File: src/design/scc_pkg.sv
// shared types and constants for the system control coprocessor
// no dependencies
package scc_pkg;

    typedef enum logic [3:0] {
        ACT_READ    = 4'd0,
        ACT_WRITE   = 4'd1,
        ACT_TICK    = 4'd2,
        ACT_EXC     = 4'd3,
        ACT_ERET    = 4'd4,
        ACT_TLBR    = 4'd5,
        ACT_TLBWI   = 4'd6,
        ACT_TLBP    = 4'd7,
        ACT_BADADDR = 4'd8,
        ACT_USABLE  = 4'd9,
        ACT_IRQ     = 4'd10
    } action_t;

    localparam logic [4:0] REG_INDEX    = 5'd0;
    localparam logic [4:0] REG_LO0      = 5'd2;
    localparam logic [4:0] REG_LO1      = 5'd3;
    localparam logic [4:0] REG_CONTEXT  = 5'd4;
    localparam logic [4:0] REG_PAGEMASK = 5'd5;
    localparam logic [4:0] REG_BADVADDR = 5'd8;
    localparam logic [4:0] REG_COUNT    = 5'd9;
    localparam logic [4:0] REG_ENTRYHI  = 5'd10;
    localparam logic [4:0] REG_COMPARE  = 5'd11;
    localparam logic [4:0] REG_STATUS   = 5'd12;
    localparam logic [4:0] REG_CAUSE    = 5'd13;
    localparam logic [4:0] REG_EPC      = 5'd14;
    localparam logic [4:0] REG_ERROREPC = 5'd30;

    localparam logic [31:0] STATUS_RESET  = 32'h0040_0004;
    localparam logic [31:0] STATUS_MASK   = 32'hFF57_FFFF;
    localparam logic [31:0] ENTRYHI_MASK  = 32'hFFFF_E0FF;
    localparam logic [31:0] PAGEMASK_MASK = 32'h01FF_E000;
    localparam logic [31:0] VEC_BOOT      = 32'hBFC0_0200;
    localparam logic [31:0] VEC_NORMAL    = 32'h8000_0000;
    localparam logic [31:0] VEC_OFFSET    = 32'h0000_0180;
    localparam logic [31:0] PROBE_MISS    = 32'h8000_0000;

    typedef enum logic [1:0] {
        ST_IDLE,
        ST_PROBE,
        ST_OUT
    } state_t;

    // controller to datapath
    typedef struct packed {
        logic exec;
        logic probe_start;
        logic probe_step;
    } scc_cmd_t;

    // datapath to controller
    typedef struct packed {
        logic is_probe;
        logic probe_done;
    } scc_stat_t;

endpackage

File: src/design/scc_ctrl.sv
// controller state machine for the system control coprocessor
// depends on scc_pkg
module scc_ctrl
    import scc_pkg::*;
(
    input  logic      clk,
    input  logic      rst_n,
    input  logic      in_valid,
    output logic      in_ready,
    output logic      out_valid,
    input  logic      out_ready,
    output scc_cmd_t  cmd,
    input  scc_stat_t stat
);

    state_t state_reg, state_next;

    always_ff @(posedge clk or negedge rst_n)
    begin
        if (!rst_n)
            state_reg <= ST_IDLE;
        else
            state_reg <= state_next;
    end

    always_comb
    begin
        state_next = state_reg;
        cmd = '0;
        in_ready = 1'b0;
        out_valid = 1'b0;
        unique case (state_reg)
            ST_IDLE:
            begin
                in_ready = 1'b1;
                if (in_valid)
                begin
                    if (stat.is_probe)
                    begin
                        cmd.probe_start = 1'b1;
                        state_next = ST_PROBE;
                    end
                    else
                    begin
                        cmd.exec = 1'b1;
                        state_next = ST_OUT;
                    end
                end
            end
            ST_PROBE:
            begin
                cmd.probe_step = 1'b1;
                if (stat.probe_done)
                    state_next = ST_OUT;
            end
            ST_OUT:
            begin
                out_valid = 1'b1;
                if (out_ready)
                    state_next = ST_IDLE;
            end
            default: state_next = ST_IDLE;
        endcase
    end

endmodule

File: config.mk
export PLATFORM = sky130hd
export DESIGN_NAME = scc_ctrl
export DESIGN_NICKNAME = d
export VERILOG_FILES = /design/src/design/scc_pkg.sv /design/src/design/scc_ctrl.sv
export SDC_FILE = /design/constraint.sdc
export NUM_CORES = 1
export LEC_CHECK = 0
export BUFFER_PORTS_ARGS = -buffer_cell sky130_fd_sc_hd__buf_4
export CORE_AREA = 2 2 39 41
export DETAILED_ROUTE_END_ITERATION = 8
export DIE_AREA = 0 0 41 43
export PLACE_DENSITY_LB_ADDON = 0.2
export SLEW_MARGIN = 20
export SYNTH_ARGS = -nofsm -noshare
export SYNTH_HDL_FRONTEND = slang
export SYNTH_SLANG_ARGS = --single-unit
File: constraint.sdc
create_clock -name clk -period 2.3 [get_ports clk]
set_clock_uncertainty 0.05 [all_clocks]
set_input_delay 0.46 -clock clk [delete_from_list [all_inputs] [get_ports clk]]
set_output_delay 0.46 -clock clk [all_outputs]
set_load 0.1 [all_outputs]
Yosys cells after proc, flatten, opt, wreduce, memory -nomap -nowiden. Index checks and enable logic that the tools add are counted.

Flip-flop bits (word level): 2. Input bits: 6. Logic and storage cells: 20.

Mux-type cells: 12. Equality and inequality tests: 5. Reduce and logical (&&, ||, !) cells: 2.

Operator list (number): $mux W2 (6); $ne A2 B2 Y1 const B (3); $pmux W2 S3 (1); $mux W1 (5); $reduce_and A3 Y1 (1); $eq A2 B1 Y1 const B (1); $eq A2 B2 Y1 const B (1); $logic_not A2 Y1 (1).

Longest topological paths before layout. Gate-level depths: netlist of the first run.

Word-level depth: 3. Gate-level depth with buffers: 2.

Worst setup path before layout of the first run. No wires, ideal clock.

Path kind: reg2out. Start: register state_reg[1]. End: output port cmd[1] in the netlist's numbering. Cell stages (with the launch flop): 3. Setup slack: -0.872 ns. Data arrival time: 2.662 ns. Path buffers: 0. Required time: 1.790 ns. Cell sequence: dfrtp_1 -> nor2_1 -> and3_1.

RTL lines: from (decl) (RTL line scc_ctrl.sv:16) `state_t state_reg, state_next;`; from (signal assigned) (RTL line scc_ctrl.sv:23) `state_reg <= state_next;`; to (decl) (RTL line scc_ctrl.sv:12) `output scc_cmd_t cmd,`.

==> results of run 1 <==
[logic make-up after synthesis]
family             after synthesis
AOI/OAI and AO/OA                2
DFF                              2
and+or+nand+nor                  8
[cell type report]
class	instances	area [sq um]
timing repair buffer	11	85.1
fill	146	1120
sequential	2	50.0
multi-input combinational	10	83.8
clock buffer	3	22.5
tap	16	20.0
[metal layers]
metal | track usage | up-vias | share of wire | wire length, um
met5 | 0 | - | 0 | 0
met4 | 0.0800 | 0 | 0 | 0
met3 | 0.0314 | 0 | 0.18 | 59
met2 | 0.0375 | 11 | 0.31 | 104
met1 | 0.0577 | 55 | 0.51 | 173
li1 | - | 72 | - | -
[critical path, stage by stage (launching register included)]
cell	delay, ns
dfrtp_1	0.44
nor4b_4	0.33
buf_4	0.34
[power by group through the flow]
stage | Clock, mW | Combinational (mW) | Sequential, mW
floorplan | 0 | 0.210 | 0.0642
global placement | 0 | 0.256 | 0.0658
detailed placement | 0 | 0.257 | 0.0674
CTS | 0.0814 | 0.258 | 0.0670
global route | 0.0863 | 0.266 | 0.0693
finish | 0.0763 | 0.257 | 0.0668
[layout by cell type (no fill, tap or decap), types with 2 or more instances in the layout]
cell type,synthesis,routed
nor2b_1,2,2
buf_4,0,10
dfrtp_1,2,2
clkbuf_4,0,3
[through the flow]
step / util / area, sq um
floorplan: - / 134
global placement: 0.165 / 229
detailed placement: 0.165 / 229
CTS: 0.189 / 262
global route: 0.189 / 262
finish: 0.189 / 262
[timing repair]
action / CTS / global route
hold buffers: 1 / 0
buffers inserted: 0 / 0
hold endpoints to repair: 2 / 0
[worst paths after layout]
| kind | from | end | slack (ns) |
|---|---|---|---|
| min in group asynchronous | rst_n | state_reg[1] | 0.51 |
| worst min-delay path | stat[0] | state_reg[1] | 0.40 |
| worst min register to register | state_reg[1] | state_reg[0] | 0.51 |
| worst max-delay path | state_reg[1] | cmd[2] | 0.46 |
| worst max register to register | state_reg[0] | state_reg[1] | 1.21 |
| max in group asynchronous | rst_n | state_reg[0] | 1.61 |
==> impl_metrics.tcl, run 1 <==
set metrics [dict create \
    status "finished, final reports clean" \
    postRouteAntennaNets 0 \
    rsz0062_at_grt "false" \
    muxShareOfSynthArea 0 \
    antenna_cells 0 \
    intPower_uw 163 \
    synth_edf_count 0 \
    largest_reg_flops 2 \
    grt.total_usage 0.0481 \
    antenna_found_initial 0 \
    hold_path_depth 2 \
    wire_per_inst_um 8.02 \
    floorplan.initialDensity 0.0886 \
    min_period_over_period 0.798 \
    wirelength_um 337 \
    routed_via_density 3.29 \
    synth_top_family_by_area "simple AND/OR/NAND/NOR gates" \
    first_global_vias 123 \
    fin_crit_ns 1.84 \
    finalSetupViolCount 0 \
    max_freq_ghz 0.545 \
    yosys.area_share.simple 0.480 \
    combPwrFrac 0.642 \
    critPathLaunchType "flop" \
    clk_pin_slew_ns 0.03 \
    yosys.area_share.xor_xnor 0 \
    port_buffers 10 \
    hp-class "primary input to flop" \
    drt_iter0_markers 3 \
    overflow 0 \
    setup-tns-final_ns 0 \
    cp.required_ns 1.79 \
    hold_ws_ns 0.401 \
    final_nets 34 \
    fin_cells 42 \
    layout-drive-gt1-share 0.577 \
    p_switching_uw 237 \
    synthFlopType "dfrtp_1" \
    synthArstFlopShare 1.00 \
    rows 14 \
    synth_area_leaders "dfrtp_1, nor4b_2, nor2b_1, a211o_1, nand3b_1" \
    grt_pass1_wl_um 469 \
    pwr-share-seq 0.167 \
    cts_resized 0 \
    report.final.slew_viol_count 0 \
    synth_nets 18 \
    ys_types 10 \
    power_uw 400 \
    power_density_mw_per_mm2 1530 \
    synth_compound_area_frac 0.112 \
    critPathMaxFanout 6 \
    p_clk_frac 0.191 \
    clockBufferDepth 2 \
    clock_sinks 2 \
    synth_seq_cells 2 \
    maxCapViolations 0 \
    dp_worst_setup_slack_ns 0.622 \
    leakagePower_nw 0.129 \
    numCtsBuffers 3 \
    placed_cells 38 \
    finalHoldViolCount 0 \
    relSlewSlack 0.815 \
    drt-pass1-iter-count 2 \
    worst_slack_ns 0.464 \
    cts-htree-levels 1 \
    synth_area_leader_cell "dfrtp_1" \
    cts_tree "done" \
    peakVddDrop_mv 0.371 \
    syn_to_final_growth_pct 113 \
    yosysSeqAreaShare 0.408 \
    die_h_um 43 \
    worstRegToRegCells 2 \
    syn_inst 12 \
    yosys-top-cells-count "dfrtp_1, nor2b_1" \
    dr_total_vias 138 \
    clk_latency_ns 0.22 \
    synthDominantCellAreaShare 0.408 \
    gp_congestion 0.626 \
    pin_count 11 \
    syn_avg_cell_area_sq_um 10.2 \
    p_sw_frac 0.593 \
    die_area_sq_mm 0.00176 \
    cp.arrival_ns 1.33 \
    path_class "flop to output pin" \
    worstMarginPinSlew_ns 0.279 \
    cts_root_buf "clkbuf_4" \
    synth-adder-area-share 0 \
    die_w_um 41 \
    synth-warning-count 0 \
    grt_max_degree 8 \
    cp-end-kind "output pin" \
    drc 0 \
    syn-cell-area_sq_um 123 \
    core_area_sq_mm 0.00138 \
]
Note: power is estimated with default switching activity, not from simulation.
==> inputs of run 2 (changes only) <==
clock period = 1.75 ns   (was 2.3 ns; I/O delays follow)
==> run 2 against run 1 <==
Net effect: routed wire length rose by 11%; highest routed layer unchanged; first-iteration DRC count fell by 100%; critical path type unchanged; register-to-register slack got worse by 0.58 ns; via count rose by 7.2%; sequential power rose by 45%; clock power rose by 51%.
==> impl_metrics.tcl, run 2 (synthesis gave the netlist of run 1 again) <==
set metrics [dict create \
    setup-tns-final_ns 0 \
    pwr-share-seq 0.172 \
    hold_path_depth 2 \
    combPwrFrac 0.624 \
    r2r_slack_ns 0.63 \
    first_global_vias 144 \
    port_buffers 10 \
    antenna_found_initial 0 \
    status "finished, final reports clean" \
    reg2reg_to "state_reg[1]" \
    worstMarginPinSlew_ns 0.289 \
    maxCapViolations 0 \
    floorplan.initialDensity 0.0886 \
    multiInputGateArea_sq_um 98.8 \
    leakagePower_nw 0.131 \
    rows 14 \
    r2r-start "state_reg[0]" \
    intPower_uw 236 \
    die_area_sq_mm 0.00176 \
    cts-htree-levels 1 \
    final_common_cell "buf_4" \
    power_density_mw_per_mm2 1980 \
    p_sw_frac 0.581 \
    cp.arrival_ns 1.29 \
    die_w_um 41 \
    path_class "flop to output pin" \
    report.final.slew_viol_count 0 \
    dr_total_vias 148 \
    cts_post_setup_buffers_inserted 0 \
    critPathMaxFanout 7 \
    postRouteAntennaNets 0 \
    syn_to_final_growth_pct 133 \
    drc 0 \
    layout-drive-gt1-share 0.704 \
    core_area_sq_mm 0.00138 \
    hp-start "stat[0]" \
    finalHoldViolCount 0 \
    numCtsBuffers 3 \
    cp-end-kind "output pin" \
    fin_crit_ns 1.69 \
    nFillCells 148 \
    clockBufferDepth 2 \
    max_freq_ghz 0.592 \
    pin_count 11 \
    wirelength_um 375 \
    cts_root_buf "clkbuf_4" \
    rsz0062_at_grt "false" \
    final_nets 34 \
    gp_congestion 0.535 \
    place_area_sq_um 245 \
    routed_via_density 3.44 \
    critPathLaunchType "flop" \
    clk_pin_slew_ns 0.04 \
    clk_latency_ns 0.23 \
    p_switching_uw 328 \
    antenna_cells 0 \
    drt-pass1-iter-count 1 \
    hp-class "primary input to flop" \
    finish.instance_area_sq_um 285 \
    grt.total_usage 0.0482 \
    worstRegToRegCells 2 \
    mostFrequentLayoutCells "buf_4, clkbuf_4, nor2b_2" \
    min_period_over_period 0.965 \
    largest_reg_flops 2 \
    relSlewSlack 0.808 \
    cp.required_ns 1.35 \
    hold_end "state_reg[1]" \
    grt_pass1_wl_um 531 \
    p_clk_frac 0.204 \
    overflow 0 \
    finalSetupViolCount 0 \
    cts_tree "done" \
    peakVddDrop_mv 0.644 \
    grt_max_degree 8 \
    clock_sinks 2 \
    drt_iter0_markers 0 \
    wire_per_inst_um 8.72 \
    seq_area_sq_um 51.3 \
    die_h_um 43 \
]
run 2: per-stage QoR:
step	hold slack [ns]	total power [mW]	utilization	instances	worst slack, ns
after floorplan	0.00441	0.380	-	12	-0.220
final	0.302	0.564	0.206	43	0.0608
after CTS	0.288	0.573	0.203	43	0.00141
after global routing	0.300	0.586	0.206	43	0.0114
after global placement	0.0828	0.442	0.177	38	0.234
after detailed placement	0.0846	0.447	0.177	38	0.235
run 2: critical path, cell delays in order, from the launching register on:
cell and delay (ns):
dfrtp_2 0.46, nor4b_4 0.32, buf_6 0.27
run 2: how the worst max path moves through the flow:
| stage | startpoint | endpoint |
|---|---|---|
| global placement | stat[1] | cmd[2] |
| finish | state_reg[0] | cmd[2] |
| detailed placement | stat[1] | cmd[2] |
| CTS | state_reg[0] | cmd[2] |
| global route | state_reg[0] | cmd[2] |
| floorplan | state_reg[0] | cmd[2] |
run 2: repair_timing:
item                                    4_1_cts  5_1_grt
endpoints found under the setup margin        0        1
gates resized for setup                       0        1
hold buffers                                  1        0
hold endpoints to repair                      2        0
run 2: layout make-up:
cell class              instances  area share
well taps                      16      0.0702
repair buffers                 11       0.311
multi-input cells              10       0.346
flip-flops and latches          2       0.180
clock buffers                   4      0.0921
run 2: layer usage:
layer | vias to the layer above | wire, um | track usage
met3 | 0 | 52 | 0.0209
met2 | 11 | 131 | 0.0469
met1 | 60 | 191 | 0.0643
li1 | 77 | - | -
met4 | 0 | 0 | 0.0600
met5 | - | 0 | 0
run 2: power groups by stage:
stage	sequential, mW	clock [mW]	combinational [mW]
3_5_place_dp	0.0977	0	0.350
6_report	0.0970	0.115	0.352
5_1_grt	0.0993	0.124	0.363
2_1_floorplan	0.0924	0	0.288
4_1_cts	0.0973	0.124	0.351
3_3_place_gp	0.0950	0	0.347
==> inputs of run 3 (changes only) <==
CTS_BUF_LIST = sky130_fd_sc_hd__clkbuf_4 sky130_fd_sc_hd__clkbuf_8   (was default)
==> run 3 against run 2 <==
Net effect: maximum frequency about the same; routed wire length grew 1.1%; cell count is the same; combinational power about the same; critical path type unchanged; critical endpoint unchanged; largest power group unchanged.
==> impl_metrics.tcl, run 3 (synthesis gave the netlist of run 1 again) <==
set metrics [dict create \
    floorplan.initialDensity 0.0886 \
    numCtsBuffers 3 \
    cts_tree "done" \
    critPathLaunchType "flop" \
    relSlewSlack 0.808 \
    drc 0 \
    port_buffers 10 \
    overflow 0 \
    mostFrequentLayoutCells "buf_4, clkbuf_4, nor2b_2" \
    power_density_mw_per_mm2 2010 \
    grt_pass1_wl_um 524 \
    report.final.slew_viol_count 0 \
    finalSetupViolCount 0 \
    met1_length_um 191 \
    rows 14 \
    die_w_um 41 \
    met3_length_um 52 \
    grt.total_usage 0.0502 \
    core_area_sq_mm 0.00138 \
    final_nets 34 \
    gp_congestion 0.535 \
    drt_iter0_markers 0 \
    leakagePower_nw 0.134 \
    die_h_um 43 \
    clockBufferDepth 2 \
    final_common_cell "buf_4" \
    hold_ws_ns 0.301 \
    clk_latency_ns 0.23 \
    dr_total_vias 146 \
    finalHoldViolCount 0 \
    nFillCells 149 \
    cts-htree-levels 1 \
    antenna_cells 0 \
    layout-drive-gt1-share 0.741 \
    maxCapViolations 0 \
    min_period_over_period 0.966 \
    cpPeakStageDelay_ns 0.46 \
    syn_to_final_growth_pct 136 \
    first_global_vias 141 \
    path_delay_family "flip-flops" \
    wire_per_inst_um 8.81 \
    critPathBufInv 1 \
    hp-class "primary input to flop" \
    critPathMaxFanout 7 \
    peakVddDrop_mv 0.645 \
    cp.arrival_ns 1.29 \
    worstMarginPinSlew_ns 0.288 \
    wl_met2_um 135 \
    place_area_sq_um 245 \
    postRouteAntennaNets 0 \
    grt_max_degree 8 \
    status "finished, final reports clean" \
    cts_root_buf "clkbuf_4" \
    highest_layer "met3" \
    fin_crit_ns 1.69 \
    cp-end-kind "output pin" \
    power_uw 580 \
    cp.required_ns 1.35 \
    cts_post_setup_buffers_inserted 0 \
    finish.instance_area_sq_um 289 \
    wirelength_um 379 \
    critPathSlowestCell "dfrtp_2" \
    setup-tns-final_ns 0 \
    largest_reg_flops 2 \
    max_freq_ghz 0.592 \
    crit_chain "nor4b_4 -> buf_6" \
    pin_count 11 \
    drt-pass1-iter-count 1 \
    rsz0062_at_grt "false" \
    clock_sinks 2 \
    routed_via_density 3.40 \
    die_area_sq_mm 0.00176 \
    antenna_found_initial 0 \
    path_class "flop to output pin" \
    clk_pin_slew_ns 0.04 \
]
[run 3: final timing paths]
kind                       cells after the start            to  slack [ns]         start
max                                            2        cmd[2]        0.06  state_reg[0]
min                                            2  state_reg[1]        0.30       stat[0]
max reg2reg                                    2  state_reg[1]        0.63  state_reg[0]
min reg2reg                                    1  state_reg[0]        0.55  state_reg[1]
max in group asynchronous                      2  state_reg[1]        1.17         rst_n
min in group asynchronous                      2  state_reg[0]        0.38         rst_n
[run 3: repair_timing]
action                                  4_1_cts  5_1_grt
hold buffers                                  1        0
resized for setup                             1        0
endpoints found under the setup margin        1        0
hold endpoints to repair                      2        0
[run 3: power breakdown]
group	internal, mW	switching [mW]
logic	0.0904	0.262
clock network	0.100	0.0309
registers	0.0610	0.0360
total	0.252	0.329
[run 3: through the flow]
| stage | utilization | std cells | setup slack [ns] |
|---|---|---|---|
| final | 0.209 | 43 | 0.0596 |
| after global routing | 0.209 | 43 | 0.00862 |
| after CTS | 0.209 | 43 | 0.0478 |
| after detailed placement | 0.177 | 38 | 0.235 |
| after global placement | 0.177 | 38 | 0.234 |
| after floorplan | - | 12 | -0.220 |
[run 3: worst reg2reg max path: stages (launching register included)]
cell     delay (ns)
dfrtp_2        0.46
nor2b_2        0.19
a211o_1        0.29
[run 3: final cells by class]
| class | instances | area [sq um] | share of cell area |
|---|---|---|---|
| multi-input combinational | 10 | 98.8 | 0.342 |
| timing repair buffer | 11 | 88.8 | 0.307 |
| sequential | 2 | 51.3 | 0.177 |
| clock buffer | 4 | 30.0 | 0.104 |
| tap | 16 | 20.0 | 0.0693 |
[run 3: routing by layer]
metal / GRT usage / up-vias
met1: 0.0643 / 59
met2: 0.0469 / 11
met5: 0 / -
met3: 0.0157 / 0
met4: 0.0800 / 0
li1: - / 76
